--- config.mk ---
export PLATFORM = sky130hd
export DESIGN_NAME = pufp_ctrl
export DESIGN_NICKNAME = d
export VERILOG_FILES = /design/src/rtl/core/pufp_pkg.sv /design/src/rtl/core/pufp_ctrl.sv
export SDC_FILE = /design/constraint.sdc
export NUM_CORES = 1
export LEC_CHECK = 0
export BUFFER_PORTS_ARGS = -buffer_cell sky130_fd_sc_hd__buf_2
export CAP_MARGIN = 5
export CORE_AREA = 3 3 40 42
export CTS_CLUSTER_DIAMETER = 40
export CTS_CLUSTER_SIZE = 8
export DETAILED_ROUTE_END_ITERATION = 7
export DIE_AREA = 0 0 43 45
export PLACE_DENSITY = 0.48
export SYNTH_ARGS = -nofsm -noshare
export SYNTH_HDL_FRONTEND = slang
export SYNTH_SLANG_ARGS = --single-unit
--- constraint.sdc ---
create_clock -name clk -period 1.6 [get_ports clk]
set_input_delay 0.16 -clock clk [delete_from_list [all_inputs] [get_ports clk]]
set_output_delay 0.16 -clock clk [all_outputs]
set_load 0.05 [all_outputs]
--- src/rtl/core/pufp_pkg.sv ---
// ----------------------------------------------------------------------------
// pufp_pkg
// Shared types and constants for the phase unwrapper: port widths, command
// codes, controller states and the control/status bundles.
// ----------------------------------------------------------------------------
package pufp_pkg;

    // Fixed port widths
    localparam int PH_IN_W = 16;   // phase input port
    localparam int IDX_W   = 10;   // read_index and pivot_index ports
    localparam int OUT_W   = 28;   // unwrapped_phase port

    // Command codes on the cmd port
    localparam logic CMD_LOAD = 1'b0;
    localparam logic CMD_READ = 1'b1;

    typedef enum logic [2:0] {
        ST_IDLE,
        ST_READ,
        ST_UP,
        ST_DOWN,
        ST_DRAIN
    } pufp_state_t;

    // Controller -> datapath commands
    typedef struct packed {
        logic load;        // store one sample
        logic pass_start;  // frame closed, latch length and pivot
        logic read;        // latch read index, range check
        logic read_out;    // register read result and strobe it
        logic issue;       // issue one raw read of the unwrap walk
        logic down;        // walk direction is downward
        logic turn_down;   // last upward read, restart at the pivot
    } pufp_ctl_t;

    // Datapath -> controller status
    typedef struct packed {
        logic at_last;     // walk address is frame_length-1
        logic at_zero;     // walk address is 0
        logic pipe_busy;   // unwrap pipeline still holds samples
    } pufp_sts_t;

endpackage

--- src/rtl/core/pufp_ctrl.sv ---
// ----------------------------------------------------------------------------
// pufp_ctrl
// Sequencer: accepts load/read commands, runs the upward and downward unwrap
// walks and drains the datapath pipeline before going idle.
// ----------------------------------------------------------------------------
module pufp_ctrl
    import pufp_pkg::*;
(
    input  logic      clk,
    input  logic      rst_n,
    input  logic      start,
    input  logic      cmd,
    input  logic      last,
    output logic      busy,
    output pufp_ctl_t ctl,
    input  pufp_sts_t sts
);

    pufp_state_t state_reg;
    pufp_state_t state_next;
    logic        accept;

    assign accept = start && (state_reg == ST_IDLE);

    always_ff @(posedge clk or negedge rst_n)
    begin
        if (!rst_n)
        begin
            state_reg <= ST_IDLE;
        end
        else
        begin
            state_reg <= state_next;
        end
    end

    // Next state
    always_comb
    begin
        state_next = state_reg;
        unique case (state_reg)
            ST_IDLE:
            begin
                if (accept)
                begin
                    if (cmd == CMD_READ)
                    begin
                        state_next = ST_READ;
                    end
                    else if (last)
                    begin
                        state_next = ST_UP;
                    end
                end
            end
            ST_READ:
            begin
                state_next = ST_IDLE;
            end
            ST_UP:
            begin
                if (sts.at_last)
                begin
                    state_next = ST_DOWN;
                end
            end
            ST_DOWN:
            begin
                if (sts.at_zero)
                begin
                    state_next = ST_DRAIN;
                end
            end
            ST_DRAIN:
            begin
                if (!sts.pipe_busy)
                begin
                    state_next = ST_IDLE;
                end
            end
            default:
            begin
                state_next = ST_IDLE;
            end
        endcase
    end

    // Outputs
    always_comb
    begin
        ctl  = '0;
        busy = 1'b1;
        unique case (state_reg)
            ST_IDLE:
            begin
                busy           = 1'b0;
                ctl.load       = accept && (cmd == CMD_LOAD);
                ctl.pass_start = accept && (cmd == CMD_LOAD) && last;
                ctl.read       = accept && (cmd == CMD_READ);
            end
            ST_READ:
            begin
                ctl.read_out = 1'b1;
            end
            ST_UP:
            begin
                ctl.issue     = 1'b1;
                ctl.turn_down = sts.at_last;
            end
            ST_DOWN:
            begin
                ctl.issue = 1'b1;
                ctl.down  = 1'b1;
            end
            ST_DRAIN:
            begin
                busy = 1'b1;
            end
            default:
            begin
                busy = 1'b1;
            end
        endcase
    end

endmodule

==> results of run 1 <==
==> cells by family (layout without fill, tap and decap cells) <==
group | Yosys count | after routing
buffers and inverters | 2 | 24
AOI/OAI and AO/OA | 4 | 4
DFF | 3 | 3
and+or+nand+nor | 16 | 16
==> cell usage in the layout, fill, tap and decap left out <==
cell                            Yosys  final
sky130_fd_sc_hd__inv_1              1      1
sky130_fd_sc_hd__nor3b_2            1      1
sky130_fd_sc_hd__a21bo_2            1      1
sky130_fd_sc_hd__clkbuf_4           0      4
sky130_fd_sc_hd__nand4bb_1          1      1
sky130_fd_sc_hd__nor3b_4            0      1
sky130_fd_sc_hd__nor2_1             4      4
sky130_fd_sc_hd__and2_1             2      2
sky130_fd_sc_hd__dfrtp_1            3      3
sky130_fd_sc_hd__or3_4              0      1
sky130_fd_sc_hd__or2b_1             1      1
sky130_fd_sc_hd__dlygate4sd3_1      0      1
sky130_fd_sc_hd__buf_4              0      6
sky130_fd_sc_hd__nand3b_1           1      1
sky130_fd_sc_hd__nand2_1            3      3
sky130_fd_sc_hd__buf_6              0      1
sky130_fd_sc_hd__o32ai_1            2      2
sky130_fd_sc_hd__clkbuf_1           0      1
sky130_fd_sc_hd__nand2b_1           1      1
sky130_fd_sc_hd__a21oi_1            1      1
sky130_fd_sc_hd__buf_2              1     10
==> timing repair <==
item | in CTS | in global routing
endpoints found under the setup margin | 3 | 5
gates resized for setup | 3 | 7
hold buffers | 1 | 0
pin swaps | 0 | 2
hold endpoints to repair | 3 | 0
==> power by group <==
part / internal (mW) / switching [mW] / leakage, nW / total, mW
clock: 0.0933 / 0.0369 / 0.0150 / 0.130
sequential: 0.106 / 0.0167 / 0.0390 / 0.123
combinational: 0.210 / 0.419 / 0.144 / 0.628
total: 0.409 / 0.472 / 0.198 / 0.881
==> metal layers <==
metal,up-vias,share of wire,track usage
met2,16,0.37,0.1018
li1,134,-,-
met3,0,0.12,0.05179
met1,106,0.51,0.09662
met4,0,0,0.01807
met5,-,0,0
==> stage by stage <==
| step | utilization | instance area [um2] | setup slack [ps] | TNS (ps) |
|---|---|---|---|---|
| after global routing | 0.3067 | 394.1 | -29.27 | -29.27 |
| after detailed placement | 0.2619 | 336.6 | 106.8 | 0 |
| final | 0.3067 | 394.1 | 35.57 | 0 |
| after CTS | 0.2989 | 384.1 | 6.747 | 0 |
| after global placement | 0.2619 | 336.6 | 131.1 | 0 |
| after floorplan | - | 231.5 | -183.4 | -383.7 |
==> area by class of cell <==
class / instances / area [um2] / area share
multi-input combinational: 20 / 146.4 / 0.3714
inverter: 1 / 3.754 / 0.009524
clock buffer: 4 / 26.28 / 0.06667
sequential: 3 / 75.07 / 0.1905
timing repair buffer: 19 / 123.9 / 0.3143
tap: 15 / 18.77 / 0.04762
==> critical path: stages (launching register included) <==
cell and delay, ps:
sky130_fd_sc_hd__dfrtp_1 380, sky130_fd_sc_hd__or3_4 420, sky130_fd_sc_hd__nor3b_4 190, sky130_fd_sc_hd__buf_6 180
==> worst min path at each step <==
| stage | start | to | slack (ps) |
|---|---|---|---|
| 4_1_cts | sts[0] | state_reg[2] | 190 |
| 3_5_place_dp | rst_n | state_reg[2] | -40 |
| 3_3_place_gp | rst_n | state_reg[2] | -40 |
| 2_1_floorplan | rst_n | state_reg[0] | -140 |
| 6_report | sts[0] | state_reg[2] | 200 |
| 5_1_grt | sts[0] | state_reg[2] | 200 |
==> results_dict.tcl, run 1 <==
set metrics [dict create \
    synth_most_common_cell "sky130_fd_sc_hd__nor2_1" \
    maxCapViolCount 0 \
    die_width_um 43 \
    r2r.worst_path.cells 3 \
    area_growth_pct 84.21 \
    placed_cells_incl_taps 57 \
    portion_of_synthesized_cell_area_occupied_by_the_leading_cell_type 0.3509 \
    layout-drive-gt1-share 0.5319 \
    die_h_um 45 \
    grt_pass1_wl_mm 1.055 \
    crit_path_from "state_reg[2]" \
    hold_path_depth 3 \
    hpwlAfterDp_um 480 \
    worstSetupEndpointType "output pin" \
    clock_path_buffers 2 \
    source_to_sink_clock_delay_at_the_later_pin_of_the_worst_skew_pair_ps 230 \
    clock_buffer_count_from_cts 3 \
    route.detailed.drc 0 \
    power_density_nw_per_um2 2236 \
    fillers 143 \
    synthXorXnorAreaFrac 0 \
    io_port_bufs 15 \
    tightest_slew_ps 253.6 \
    final_cell_count_no_fill 62 \
    floorplan.io_pins 16 \
    dr.first_iter.drc_count 2 \
    cts_root_buf "sky130_fd_sc_hd__clkbuf_4" \
    clk_pin_slew_worst_paths_ps 40 \
    post_synth_instance_area_um2 214.0 \
    firstDrtPassIters 3 \
    synth.lib_cells_used.distinct 16 \
    dominantRegCellSynth "sky130_fd_sc_hd__dfrtp_1" \
    clock_sink_count 3 \
    cts_tree "yes" \
    initial_core_utilization 0.1665 \
    largest_register_ff_count 3 \
    post_synth.cell_area_avg_um2 8.558 \
    vias_per_cell 4.129 \
    setup_violations 0 \
    dominant_combinational_cell_family_by_area_after_synthesis "simple AND/OR/NAND/NOR gates" \
    grt_setup_unrepaired "true" \
    critPathKind "flop to output pin" \
    total_number_of_nets_in_the_final_design 56 \
    arrival_ps 1400 \
    global_route.overflow_total 0 \
    hold_slack_ps 202.3 \
    ys_top_cells_by_area "sky130_fd_sc_hd__dfrtp_1, sky130_fd_sc_hd__o32ai_1, sky130_fd_sc_hd__nor2_1, sky130_fd_sc_hd__and2_1, sky130_fd_sc_hd__nor3b_2" \
    min_period_over_period 0.9778 \
    slew_violations 0 \
    capture_instance_of_the_worst_register_to_register_path "state_reg[0]" \
    cp-start-kind "flop" \
    post_cts_setup_driven_buffer_insertion_count 0 \
    num_vias 256 \
    muxShareOfSynthArea 0 \
    yosys_warnings 0 \
    finalPower_uw 881.3 \
    asyncSetResetFlopFracSynth 1.000 \
    seq_area_frac_synth 0.3509 \
    number_of_global_route_vias_before_repair 257 \
    max-slew-margin-rel 0.8304 \
    cts_max_level 1 \
    rrSetupSlack_ps 460 \
    synth-adder-area-share 0 \
    groute.usage.overall 0.07500 \
    postRouteAntennaNets 0 \
    vdd.ir_drop.worst_v 0.001040 \
    routed_wirelength_um 629 \
    antenna_found_initial 0 \
    leakage_nw 0.1980 \
    die_area_um2 1935 \
    num_antenna_cells 0 \
    number_of_instances_in_the_synthesized_netlist 25 \
    wl_per_cell_um 10.15 \
    post_synth_edffs 0 \
    ys_top_cells_by_count "sky130_fd_sc_hd__nor2_1, sky130_fd_sc_hd__dfrtp_1, sky130_fd_sc_hd__nand2_1" \
    synth_compound_gate_area_share 0.1520 \
    yosys_register_bits 3 \
    crit_path_end "ctl[6]" \
    yosys.area.top_type "sky130_fd_sc_hd__dfrtp_1" \
    worst_hold_path_type "input port to flop" \
    max_fanout_on_critical_path 5 \
    outcome "finished, final reports clean" \
    hold_viol 0 \
    gp_congestion 0.6698 \
    timing.rr.start "state_reg[2]" \
    critical_path_required_ps 1440 \
    grt_start_max_net_pins 9 \
    fin_skew_ps 2.441 \
    fmax_mhz 639.2 \
    fp-row-count 13 \
    placeableCoreArea_um2 1285 \
    final_period_minus_worst_setup_slack_ps 1564 \
    synth_nets 33 \
    simple_gate_share_of_the_synthesized_area 0.4561 \
]
Note: power is estimated with default switching activity, not from simulation.
==> run 2, diff against run 1 <==
==> constraint.sdc (replaced) <==
create_clock -name clk -period 1.7 [get_ports clk]
set_input_delay 0.085 -clock clk [delete_from_list [all_inputs] [get_ports clk]]
set_output_delay 0.085 -clock clk [all_outputs]
set_load 0.01 [all_outputs]
==> results_dict.tcl, run 2 (synthesis gave the netlist of run 1 again) <==
set metrics [dict create \
    outcome "finished, final reports clean" \
    floorplan.io_pins 16 \
    wl_per_cell_um 9.441 \
    min_period_over_period 0.8951 \
    crit_family "simple AND/OR/NAND/NOR gates" \
    clock_sink_count 3 \
    vdd.ir_drop.worst_v 0.0005411 \
    grt_start_max_net_pins 10 \
    num_vias 234 \
    final_period_minus_worst_setup_slack_ps 1522 \
    post_cts_setup_driven_buffer_insertion_count 0 \
    antenna_found_initial 0 \
    vias_per_cell 3.966 \
    worstPathBufferInverterCount 1 \
    hpwlAfterDp_um 458.4 \
    route.detailed.drc 0 \
    clock_buffer_count_from_cts 3 \
    global_route.overflow_total 0 \
    largest_register_ff_count 3 \
    placeableCoreArea_um2 1285 \
    cts_root_buf "sky130_fd_sc_hd__clkbuf_4" \
    slew_violations 0 \
    source_to_sink_clock_delay_at_the_later_pin_of_the_worst_skew_pair_ps 230 \
    critical_path_required_ps 1620 \
    num_antenna_cells 0 \
    groute.usage.overall 0.06005 \
    grt_setup_unrepaired "false" \
    io_port_bufs 15 \
    holdBufCountCts 1 \
    max_fanout_on_critical_path 9 \
    most_common_library_cell_in_the_layout_ignoring_fill_and_taps "sky130_fd_sc_hd__buf_2" \
    cp-start-kind "flop" \
    die_width_um 43 \
    postRouteAntennaNets 0 \
    critical_path.max_stage_delay_ps 450 \
    critPathSlowestCell "sky130_fd_sc_hd__dfrtp_1" \
    leakage_nw 0.1766 \
    power_density_nw_per_um2 1537 \
    gp_congestion 0.6438 \
    grt_pass1_wl_um 814 \
    layout-drive-gt1-share 0.4545 \
    hold_viol 0 \
    cts_max_level 1 \
    commonest_non_fill_non_tap_cells_in_the_layout "sky130_fd_sc_hd__buf_2, sky130_fd_sc_hd__nor2_1, sky130_fd_sc_hd__nand2_1, sky130_fd_sc_hd__clkbuf_4, sky130_fd_sc_hd__dfrtp_1" \
    arrival_ps 1440 \
    post_cts_resized 0 \
    worst_hold_path_type "input port to flop" \
    die_area_um2 1935 \
    clk_pin_slew_worst_paths_ps 40 \
    routed_wirelength_um 557 \
    clock_path_buffers 2 \
    fp-row-count 13 \
    max-slew-margin-rel 0.8234 \
    tns_ps 0 \
    placed_cells_incl_taps 54 \
    critPathKind "flop to output pin" \
    die_h_um 45 \
    dr.first_iter.drc_count 1 \
    total_number_of_nets_in_the_final_design 53 \
    number_of_global_route_vias_before_repair 226 \
    worstSetupEndpointType "output pin" \
    initial_core_utilization 0.1665 \
    setup_violations 0 \
    area_growth_pct 58.48 \
    maxCapViolCount 0 \
    final_cell_count_no_fill 59 \
    fin_skew_ps 0.1729 \
    tightest_slew_ps 264.1 \
    firstDrtPassIters 2 \
    cts_tree "yes" \
    crit_path_cell_trace "or3_1, nor3b_2, buf_2" \
    fmax_mhz 657.2 \
]
==> run 2: stage by stage <==
step / utilization / hold WS, ps / total power [mW] / setup slack, ps / area (um2)
final: 0.2639 / 126.1 / 0.5210 / 178.4 / 339.1
after global routing: 0.2639 / 132.4 / 0.5704 / 81.44 / 339.1
after CTS: 0.2639 / 119.8 / 0.5388 / 153.6 / 339.1
after detailed placement: 0.2356 / -117.8 / 0.4054 / 411.0 / 302.8
after global placement: 0.2356 / -117.3 / 0.4048 / 424.3 / 302.8
after floorplan: - / -210.6 / 0.3123 / 478.8 / 214.0
==> run 2: final cells by class <==
type                            count  area (um2)
Sequential cell                     3       75.07
Inverter                            1       3.754
Tap cell                           15       18.77
Fill cell                         148       945.9
Timing Repair Buffer               16       85.08
Clock buffer                        4       26.28
Multi-Input combinational cell     20       130.1
==> run 2: final timing paths <==
| path | startpoint | to | slack, ps | depth (start not counted) |
|---|---|---|---|---|
| setup / recovery | state_reg[0] | ctl[6] | 180 | 3 |
| hold / removal | sts[0] | state_reg[2] | 130 | 3 |
| setup reg to reg | state_reg[0] | state_reg[0] | 530 | 2 |
| hold reg to reg | state_reg[2] | state_reg[1] | 490 | 1 |
| max in group asynchronous | rst_n | state_reg[0] | 1410 | 2 |
| min in group asynchronous | rst_n | state_reg[1] | 180 | 2 |
==> run 2: power by group <==
group	total [mW]	internal [mW]	switching, mW
combinational	0.255	0.124	0.131
clock	0.122	0.0878	0.0344
sequential	0.144	0.0997	0.0443
total	0.521	0.311	0.210
==> run 2: worst register-to-register path: cells and delay by family (launching register included) <==
| family | cells | cell delay [ps] |
|---|---|---|
| AND/OR/NAND/NOR | 1 | 450 |
| flip-flops | 1 | 450 |
| AO/OA/AOI/OAI | 1 | 160 |
==> run 2: routing by layer <==
metal / global-route usage / wire, um
met1: 0.05569 / 233
met2: 0.1018 / 295
met3: 0.02390 / 28
met4: 0.05422 / 0
met5: 0 / 0
